## src/sv/wrs_pkg.sv

```systemverilog
// Package for the weighted roulette selector: command codes and fixed field widths.
// It has no dependencies. The selector core uses its contents by scoped name.
package wrs_pkg;

	// Codes carried in the command field of an input word.
	localparam logic CMD_WRITE  = 1'b0;
	localparam logic CMD_SAMPLE = 1'b1;

	// Fixed widths of the interface fields.
	localparam int INDEX_W    = 7;
	localparam int IN_WEIGHT_W = 16;
	localparam int COUNT_W    = 8;
	localparam int FRAC_W     = 32;
	localparam int FRAC_CNT_W = 5;

	// The entry count register comes out of reset at 128.
	localparam logic [COUNT_W-1:0] ENTRY_COUNT_RESET = 8'd128;

endpackage

```

## src/sv/wrs_ram.sv

```systemverilog
// Generic single-port-write, single-port-read RAM with a registered read.
// It has no dependencies. The weighted roulette selector keeps its weight table in it.
module wrs_ram #(
	parameter int WIDTH = 16,
	parameter int DEPTH = 128
) (
	input  logic                     clk,
	input  logic                     we,
	input  logic [$clog2(DEPTH)-1:0] waddr,
	input  logic [WIDTH-1:0]         wdata,
	input  logic [$clog2(DEPTH)-1:0] raddr,
	output logic [WIDTH-1:0]         rdata
);

	logic [WIDTH-1:0] mem_q [DEPTH];
	logic [WIDTH-1:0] rdata_q;

	always_ff @(posedge clk) begin
		if (we) begin
			mem_q[waddr] <= wdata;
		end
		rdata_q <= mem_q[raddr];
	end

	assign rdata = rdata_q;

endmodule

```

## src/sv/weighted_roulette_selector_core.sv

```systemverilog
// Weighted roulette selector core: a weight table in RAM and one shared adder under a sequencer.
// Depends on wrs_pkg for command codes and field widths, and on wrs_ram for the weight table.
// A sample sums the adjusted weights of the n active entries, multiplies the total by the
// fraction, scans for the hit and then finishes; the one adder and RAM read port are shared,
// so a new input word is taken only once the previous sample has finished.
// Reset: asynchronous, active low; the block then clears every RAM entry to zero before it takes input.
module weighted_roulette_selector_core #(
	parameter int MAX_ENTRIES = 128,
	parameter int WEIGHT_BITS = 16
) (
	input  logic                             clk,
	input  logic                             arst_n,

	// Configuration: the entry count register.
	input  logic                             cfg_write_en,
	input  logic [wrs_pkg::COUNT_W-1:0]      cfg_write_data,

	// Input words.
	input  logic                             in_valid,
	output logic                             in_stall,
	input  logic                             command,
	input  logic [wrs_pkg::INDEX_W-1:0]      entry_index,
	input  logic [wrs_pkg::IN_WEIGHT_W-1:0]  weight,
	input  logic [wrs_pkg::FRAC_W-1:0]       random_fraction,

	// Result words.
	output logic                             out_valid,
	input  logic                             out_stall,
	output logic [wrs_pkg::INDEX_W-1:0]      selected_index
);

	// Address width of the table, and the width of counts and entry indices. The count
	// needs room for MAX_ENTRIES itself and for the raw 8-bit register value.
	localparam int AW     = $clog2(MAX_ENTRIES);
	localparam int NW_RAW = $clog2(MAX_ENTRIES + 1);
	localparam int NW     = (NW_RAW > wrs_pkg::COUNT_W) ? NW_RAW : wrs_pkg::COUNT_W;
	// An adjusted weight 5*w+1 needs three more bits than w. At most 255 entries take part,
	// so the total needs eight more. The product with the fraction adds the fraction width.
	localparam int AJ_W    = WEIGHT_BITS + 3;
	localparam int TOTAL_W = AJ_W + wrs_pkg::COUNT_W;
	localparam int PROD_W  = TOTAL_W + wrs_pkg::FRAC_W;
	// Helper widths for extending fixed-width ports before selecting the needed bits.
	localparam int IW = (AW > wrs_pkg::INDEX_W) ? AW : wrs_pkg::INDEX_W;
	localparam int WX = (WEIGHT_BITS > wrs_pkg::IN_WEIGHT_W) ? WEIGHT_BITS : wrs_pkg::IN_WEIGHT_W;
	localparam int PW = (NW > wrs_pkg::INDEX_W) ? NW : wrs_pkg::INDEX_W;

	typedef enum logic [2:0] {
		ST_CLEAR,
		ST_IDLE,
		ST_SUM,
		ST_MUL,
		ST_SCAN,
		ST_FINISH
	} state_t;

	state_t                       state_q;
	logic [AW-1:0]                clr_q;
	logic [wrs_pkg::COUNT_W-1:0]  entry_count_q;
	logic [NW-1:0]                last_q;
	logic [NW-1:0]                rd_q;
	logic [NW-1:0]                dk_q;
	logic                         dv_s1;
	logic [PROD_W-1:0]            acc_q;
	logic [TOTAL_W-1:0]           tot_q;
	logic [TOTAL_W-1:0]           thresh_q;
	logic [wrs_pkg::FRAC_W-1:0]   f_q;
	logic [wrs_pkg::FRAC_CNT_W-1:0] bit_q;
	logic [NW-1:0]                pick_q;
	logic                         out_valid_q;
	logic [wrs_pkg::INDEX_W-1:0]  sel_q;

	logic                         in_accept;
	logic                         wr_item;
	logic [IW-1:0]                idx_ext;
	logic [WX-1:0]                weight_ext;
	logic                         ram_we;
	logic [AW-1:0]                ram_waddr;
	logic [WEIGHT_BITS-1:0]       ram_wdata;
	logic [WEIGHT_BITS-1:0]       ram_rdata;
	logic [AJ_W-1:0]              adj;
	logic [PROD_W-1:0]            op_a;
	logic [PROD_W-1:0]            op_b;
	logic [PROD_W-1:0]            add_sum;
	logic                         hit;
	logic                         issue;
	logic [NW-1:0]                ec_ext;
	logic [NW-1:0]                n_active;
	logic [PW-1:0]                pick_ext;

	// New words are taken only when the sequencer is idle. A finished result may still be
	// waiting in the output register; only the next sample's finish waits for it.
	assign in_stall  = (state_q != ST_IDLE);
	assign in_accept = in_valid && !in_stall;

	// A write word stores its weight at once; indices beyond the table are dropped.
	assign wr_item    = in_accept && (command == wrs_pkg::CMD_WRITE) &&
	                    (32'(entry_index) < MAX_ENTRIES);
	assign idx_ext    = IW'(entry_index);
	assign weight_ext = WX'(weight);

	// During the clearing pass after reset the write port sweeps the table with zeros.
	always_comb begin
		if (state_q == ST_CLEAR) begin
			ram_we    = 1'b1;
			ram_waddr = clr_q;
			ram_wdata = '0;
		end else begin
			ram_we    = wr_item;
			ram_waddr = idx_ext[AW-1:0];
			ram_wdata = weight_ext[WEIGHT_BITS-1:0];
		end
	end

	wrs_ram #(
		.WIDTH (WEIGHT_BITS),
		.DEPTH (MAX_ENTRIES)
	) u_table (
		.clk   (clk),
		.we    (ram_we),
		.waddr (ram_waddr),
		.wdata (ram_wdata),
		.raddr (rd_q[AW-1:0]),
		.rdata (ram_rdata)
	);

	// The active count is the register clamped into 1..MAX_ENTRIES.
	always_comb begin
		ec_ext = NW'(entry_count_q);
		if (ec_ext == '0) begin
			n_active = NW'(1);
		end else if (ec_ext > NW'(MAX_ENTRIES)) begin
			n_active = NW'(MAX_ENTRIES);
		end else begin
			n_active = ec_ext;
		end
	end

	// Adjusted weight 5*w + 1 of the word just read from the table.
	assign adj = (AJ_W'(ram_rdata) << 2) + AJ_W'(ram_rdata) + AJ_W'(1);

	// The one shared adder. While summing and scanning it accumulates adjusted weights.
	// While multiplying it runs a shift-and-add of the fraction, most significant bit first,
	// against the total.
	always_comb begin
		case (state_q)
			ST_MUL: begin
				op_a = acc_q << 1;
				op_b = f_q[wrs_pkg::FRAC_W-1] ? PROD_W'(tot_q) : '0;
			end
			default: begin
				op_a = acc_q;
				op_b = PROD_W'(adj);
			end
		endcase
	end
	assign add_sum = op_a + op_b;

	// The scan stops at the first running sum C with C*2^32 >= f*T. The threshold holds
	// the ceiling of f*T / 2^32, so the test is a plain compare.
	assign hit   = (add_sum >= PROD_W'(thresh_q));
	assign issue = (rd_q <= last_q);

	assign pick_ext = PW'(pick_q);

	always_ff @(posedge clk or negedge arst_n) begin
		if (!arst_n) begin
			state_q       <= ST_CLEAR;
			clr_q         <= '0;
			entry_count_q <= wrs_pkg::ENTRY_COUNT_RESET;
			out_valid_q   <= 1'b0;
			dv_s1         <= 1'b0;
			rd_q          <= '0;
			dk_q          <= '0;
			bit_q         <= '0;
		end else begin
			if (cfg_write_en) begin
				entry_count_q <= cfg_write_data;
			end
			// The finish state loads the output register itself.
			if (out_valid_q && !out_stall && (state_q != ST_FINISH)) begin
				out_valid_q <= 1'b0;
			end

			case (state_q)
				ST_CLEAR: begin
					clr_q <= clr_q + AW'(1);
					if (clr_q == AW'(MAX_ENTRIES - 1)) begin
						state_q <= ST_IDLE;
					end
				end

				ST_IDLE: begin
					if (in_accept && (command == wrs_pkg::CMD_SAMPLE)) begin
						last_q  <= n_active - NW'(1);
						f_q     <= random_fraction;
						rd_q    <= '0;
						dk_q    <= '0;
						dv_s1   <= 1'b0;
						acc_q   <= '0;
						state_q <= ST_SUM;
					end
				end

				ST_SUM: begin
					// Reads are issued one a cycle; each word arrives in the following cycle.
					if (issue) begin
						rd_q <= rd_q + NW'(1);
					end
					if (dv_s1 && (dk_q == last_q)) begin
						tot_q   <= add_sum[TOTAL_W-1:0];
						acc_q   <= '0;
						bit_q   <= '0;
						dv_s1   <= 1'b0;
						state_q <= ST_MUL;
					end else begin
						dv_s1 <= issue;
						if (dv_s1) begin
							acc_q <= add_sum;
							dk_q  <= dk_q + NW'(1);
						end
					end
				end

				ST_MUL: begin
					f_q   <= f_q << 1;
					bit_q <= bit_q + wrs_pkg::FRAC_CNT_W'(1);
					if (bit_q == wrs_pkg::FRAC_CNT_W'(wrs_pkg::FRAC_W - 1)) begin
						thresh_q <= add_sum[PROD_W-1:wrs_pkg::FRAC_W] +
						            TOTAL_W'(|add_sum[wrs_pkg::FRAC_W-1:0]);
						acc_q    <= '0;
						rd_q     <= '0;
						dk_q     <= '0;
						dv_s1    <= 1'b0;
						state_q  <= ST_SCAN;
					end else begin
						acc_q <= add_sum;
					end
				end

				ST_SCAN: begin
					if (issue) begin
						rd_q <= rd_q + NW'(1);
					end
					// With no hit the last active entry is the answer, which is the
					// same index as the word in hand.
					if (dv_s1 && (hit || (dk_q == last_q))) begin
						pick_q  <= dk_q;
						dv_s1   <= 1'b0;
						state_q <= ST_FINISH;
					end else begin
						dv_s1 <= issue;
						if (dv_s1) begin
							acc_q <= add_sum;
							dk_q  <= dk_q + NW'(1);
						end
					end
				end

				ST_FINISH: begin
					if (!out_valid_q || !out_stall) begin
						out_valid_q <= 1'b1;
						sel_q       <= pick_ext[wrs_pkg::INDEX_W-1:0];
						state_q     <= ST_IDLE;
					end
				end

				default: begin
					state_q <= ST_IDLE;
				end
			endcase
		end
	end

	assign out_valid      = out_valid_q;
	assign selected_index = sel_q;

endmodule
```

## config.mk

```make
export PLATFORM = sky130hd
export DESIGN_NAME = weighted_roulette_selector_core
export DESIGN_NICKNAME = d
export VERILOG_FILES = /design/src/sv/wrs_pkg.sv /design/src/sv/wrs_ram.sv /design/src/sv/weighted_roulette_selector_core.sv
export SDC_FILE = /design/constraint.sdc
export NUM_CORES = 2
export LEC_CHECK = 0
export BUFFER_PORTS_ARGS = -buffer_cell sky130_fd_sc_hd__buf_2
export CAP_MARGIN = 10
export CORE_AREA = 4 4 460 462
export CTS_CLUSTER_SIZE = 30
export DETAILED_ROUTE_END_ITERATION = 7
export DIE_AREA = 0 0 464 466
export SLEW_MARGIN = 20
export SYNTH_ARGS = -nofsm -noshare
export SYNTH_HDL_FRONTEND = slang
export SYNTH_SLANG_ARGS = --single-unit
```

## constraint.sdc

```tcl
create_clock -name clk -period 11.37 [get_ports clk]
set_input_delay 1.7055 -clock clk [delete_from_list [all_inputs] [get_ports clk]]
set_output_delay 1.7055 -clock clk [all_outputs]
set_load 0.01 [all_outputs]
```

==> metrics.yaml <==
global_routing:
  grt_use_total_pct: 21.5
  grt_first_pass_wirelength_um: 338000
  grt_overflow: 0
  antenna_found_initial: 15
  grt_pass1_vias: 46800
  grt_max_degree: 143
yosys:
  yosys.area.top_type: "edfxtp_1"
  ys_seq_elements: 2272
  synthArstFlopShare_pct: 1.80
  synth_top_area_share_pct: 71.4
  yosysWarnings: 0
  synth_edf_count: 2215
  synth_fp_nets: 4857
  synthCells: 4702
  synth_area_per_cell_sq_um: 19.8
  synth_flop_cell: "edfxtp_1"
  ys_seq_area_share_pct: 72.9
  yosys-top-cells-area: "edfxtp_1 (71%), mux4_2 (16%), nand2_1 (1.6%), ha_1 (1.1%), dfrtp_1 (1.1%)"
  syn_area_sq_mm: 0.0931
  ys_types: 92
power:
  power-per-cell-area_mw_per_mm2: 245
  p_leak_nw: 33.1
  power_mw: 25.8
  vdd_drop_max_mv: 0.301
final_layout:
  nets: 5122
  layout_common_cells: "edfxtp_1 (2215), mux4_2 (672), nand2_1 (385)"
  mostFrequentLayoutCell: "edfxtp_1"
  design_area_sq_mm: 0.105
  finish.utilization_pct: 50.7
  syn_to_final_growth_pct: 12.8
  fill_cells: 16500
  drive_above_1_share_pct: 26.5
run:
  maxCapViolations: 0
sta:
  slew_headroom_pct: 23.3
  finalSetupViolations: 0
  clock_skew_ns: 0.0639
  setup-tns-final_ns: 0
  fin_crit_ns: 9.45
  worst_slew_pin_slew_ns: 1.15
  fmax_mhz: 106
  finalHoldViolations: 0
  slew_viol_final: 0
  post-route-period-util_pct: 83.1
  grt_setup_unrepaired: "false"
floorplan:
  io_pins: 78
  dieArea_sq_mm: 0.216
  fp.dieH_um: 466
  coreArea_sq_mm: 0.207
  start_util_pct: 45.0
  num_rows: 167
  die_width_um: 464
clocking:
  cts_htree_levels: 4
  numCtsBuffers: 227
  cts_tree: "yes"
  clock-sinks: 2272
  cts_hold_buf: 0
  ctsResizeCount: 0
  clk_latency_ns: 0.87
  clockBufferDepth: 3
  path_clk_slew_ns: 0.06
  cts_setup_buffers: 0
  cts_root_buf: "clkbuf_16"
routing:
  drc: 0
  first_pass_iters: 5
  wirelength_um: 232000
  ant_nets: 0
  avgViaCountPerCell: 5.88
  num_vias: 46800
  drt-initial-drc-count: 5072
  wl_per_cell_um: 29.2
setup_path:
  arrival_ns: 9.99
  reg2regPathDepth: 37
  worstSetupPathType: "reg -> reg"
  required_ns: 11.92
  max_stage_delay_ns: 0.80
  worstPathMaxFanout: 32
  slowest_stage: "a31o_2"
  cpMostUsedCell: "a21oi_1"
  end_kind: "flip-flop"
  start_kind: "flip-flop"
place:
  routabilityCongestion: 0.859
  dpl_cell_area_sq_mm: 0.0978
  portBuffers: 77
  dp_hpwl_um: 137000
worst_hold_path:
  hold_path.class: "reg -> reg"
  min_path_cells: 0
outcome:
  outcome: "complete, no violations"
-- worst max-delay path: cells and delay by family, from the launching register on --
kind | cells | cell delay [ns]
multiplexers | 1 | 0.29
flip-flops | 1 | 0.34
XOR/XNOR | 2 | 0.50
adder cells (fa/ha/maj) | 3 | 1.05
buffers and inverters | 1 | 0.40
AND/OR/NAND/NOR | 13 | 2.30
AO/OA/AOI/OAI | 17 | 4.26
-- power breakdown --
part / internal, mW / switching (mW) / total [mW]
clock: 4.12 / 3.17 / 7.30
combinational: 2.79 / 4.91 / 7.71
sequential: 10.5 / 0.289 / 10.8
-- cells by family (layout without fill, tap and decap cells) --
kind of cell,Yosys count,count (layout),share of synthesized area [%]
multiplexers,697,697,16.6
XOR/XNOR,122,122,1.15
AND/OR/NAND/NOR,885,885,4.45
flip-flops,2272,2272,72.9
adder cells (fa/ha/maj),86,86,1.16
other,1,10,0.00403
AO/OA/AOI/OAI,349,349,2.54
buffers and inverters,290,741,1.24
-- metrics by stage --
stage	setup slack [ns]	hold WS, ns	instances
floorplan	2.56	0.400	4702
global placement	2.06	0.406	7526
detailed placement	2.05	0.405	7526
CTS	1.96	0.419	7941
global route	1.15	0.424	7945
finish	1.92	0.419	7950
-- final timing paths --
path | start | end | slack, ns
worst max-delay path | u_table.rdata[0] | acc_q[14] | 1.92
worst min-delay path | pick_ext[0] | selected_index[0] | 0.42
worst max register to register | u_table.rdata[0] | acc_q[14] | 1.92
worst min register to register | pick_ext[0] | selected_index[0] | 0.42
max in group asynchronous | arst_n | rd_q[0] | 9.82
min in group asynchronous | arst_n | out_valid | 0.93
-- layer usage --
| layer | track usage (%) | up-vias | wire (um) |
|---|---|---|---|
| met2 | 34.2 | 1674 | 112000 |
| met1 | 31.3 | 24900 | 99100 |
| met3 | 3.24 | 335 | 15400 |
| met5 | 0 | - | 13 |
| li1 | - | 19800 | - |
| met4 | 5.76 | 2 | 5950 |
-- state kept, by name, summed over array words and instances (netlist names) --
| register | cells |
|---|---|
| u_table.mem_q | 2048 |
| acc_q | 59 |
| last_q | 8 |
| bit_q | 5 |
| rd_q | 8 |
| state_q | 3 |
| ec_ext | 8 |
| clr_q | 7 |
| u_table.rdata | 16 |
| dv_s1 | 1 |
| thresh_q | 27 |
| f_q | 32 |
| pick_ext | 7 |
| tot_q | 27 |
| dk_q | 8 |
| selected_index | 7 |
| out_valid | 1 |
-- cell usage after synthesis (23+ instances only) --
library cell and number:
edfxtp_1 2215, buf_1 54, mux4_2 672, a22o_1 52
nand2_1 385, clkbuf_1 159, nand4_1 30, dfrtp_1 40
a21oi_1 87, a21o_1 24, ha_1 85, o21ai_0 70
nand3_1 66, nor2_1 198, xor2_1 55, and2_1 38
and3_1 23, inv_1 55, xnor2_1 67, nor3_1 35
-- cell type report --
class | count | area [sq um] | share of cell area [%]
flip-flops and latches | 2272 | 67900 | 64.6
diodes | 9 | 22.5 | 0.0214
inverters | 56 | 210 | 0.200
repair buffers | 270 | 1900 | 1.81
multi-input cells | 2140 | 24300 | 23.1
clock inverters | 127 | 1250 | 1.19
well taps | 2788 | 3490 | 3.32
clock buffers | 288 | 6000 | 5.72
(Power assumes the default switching activity.)
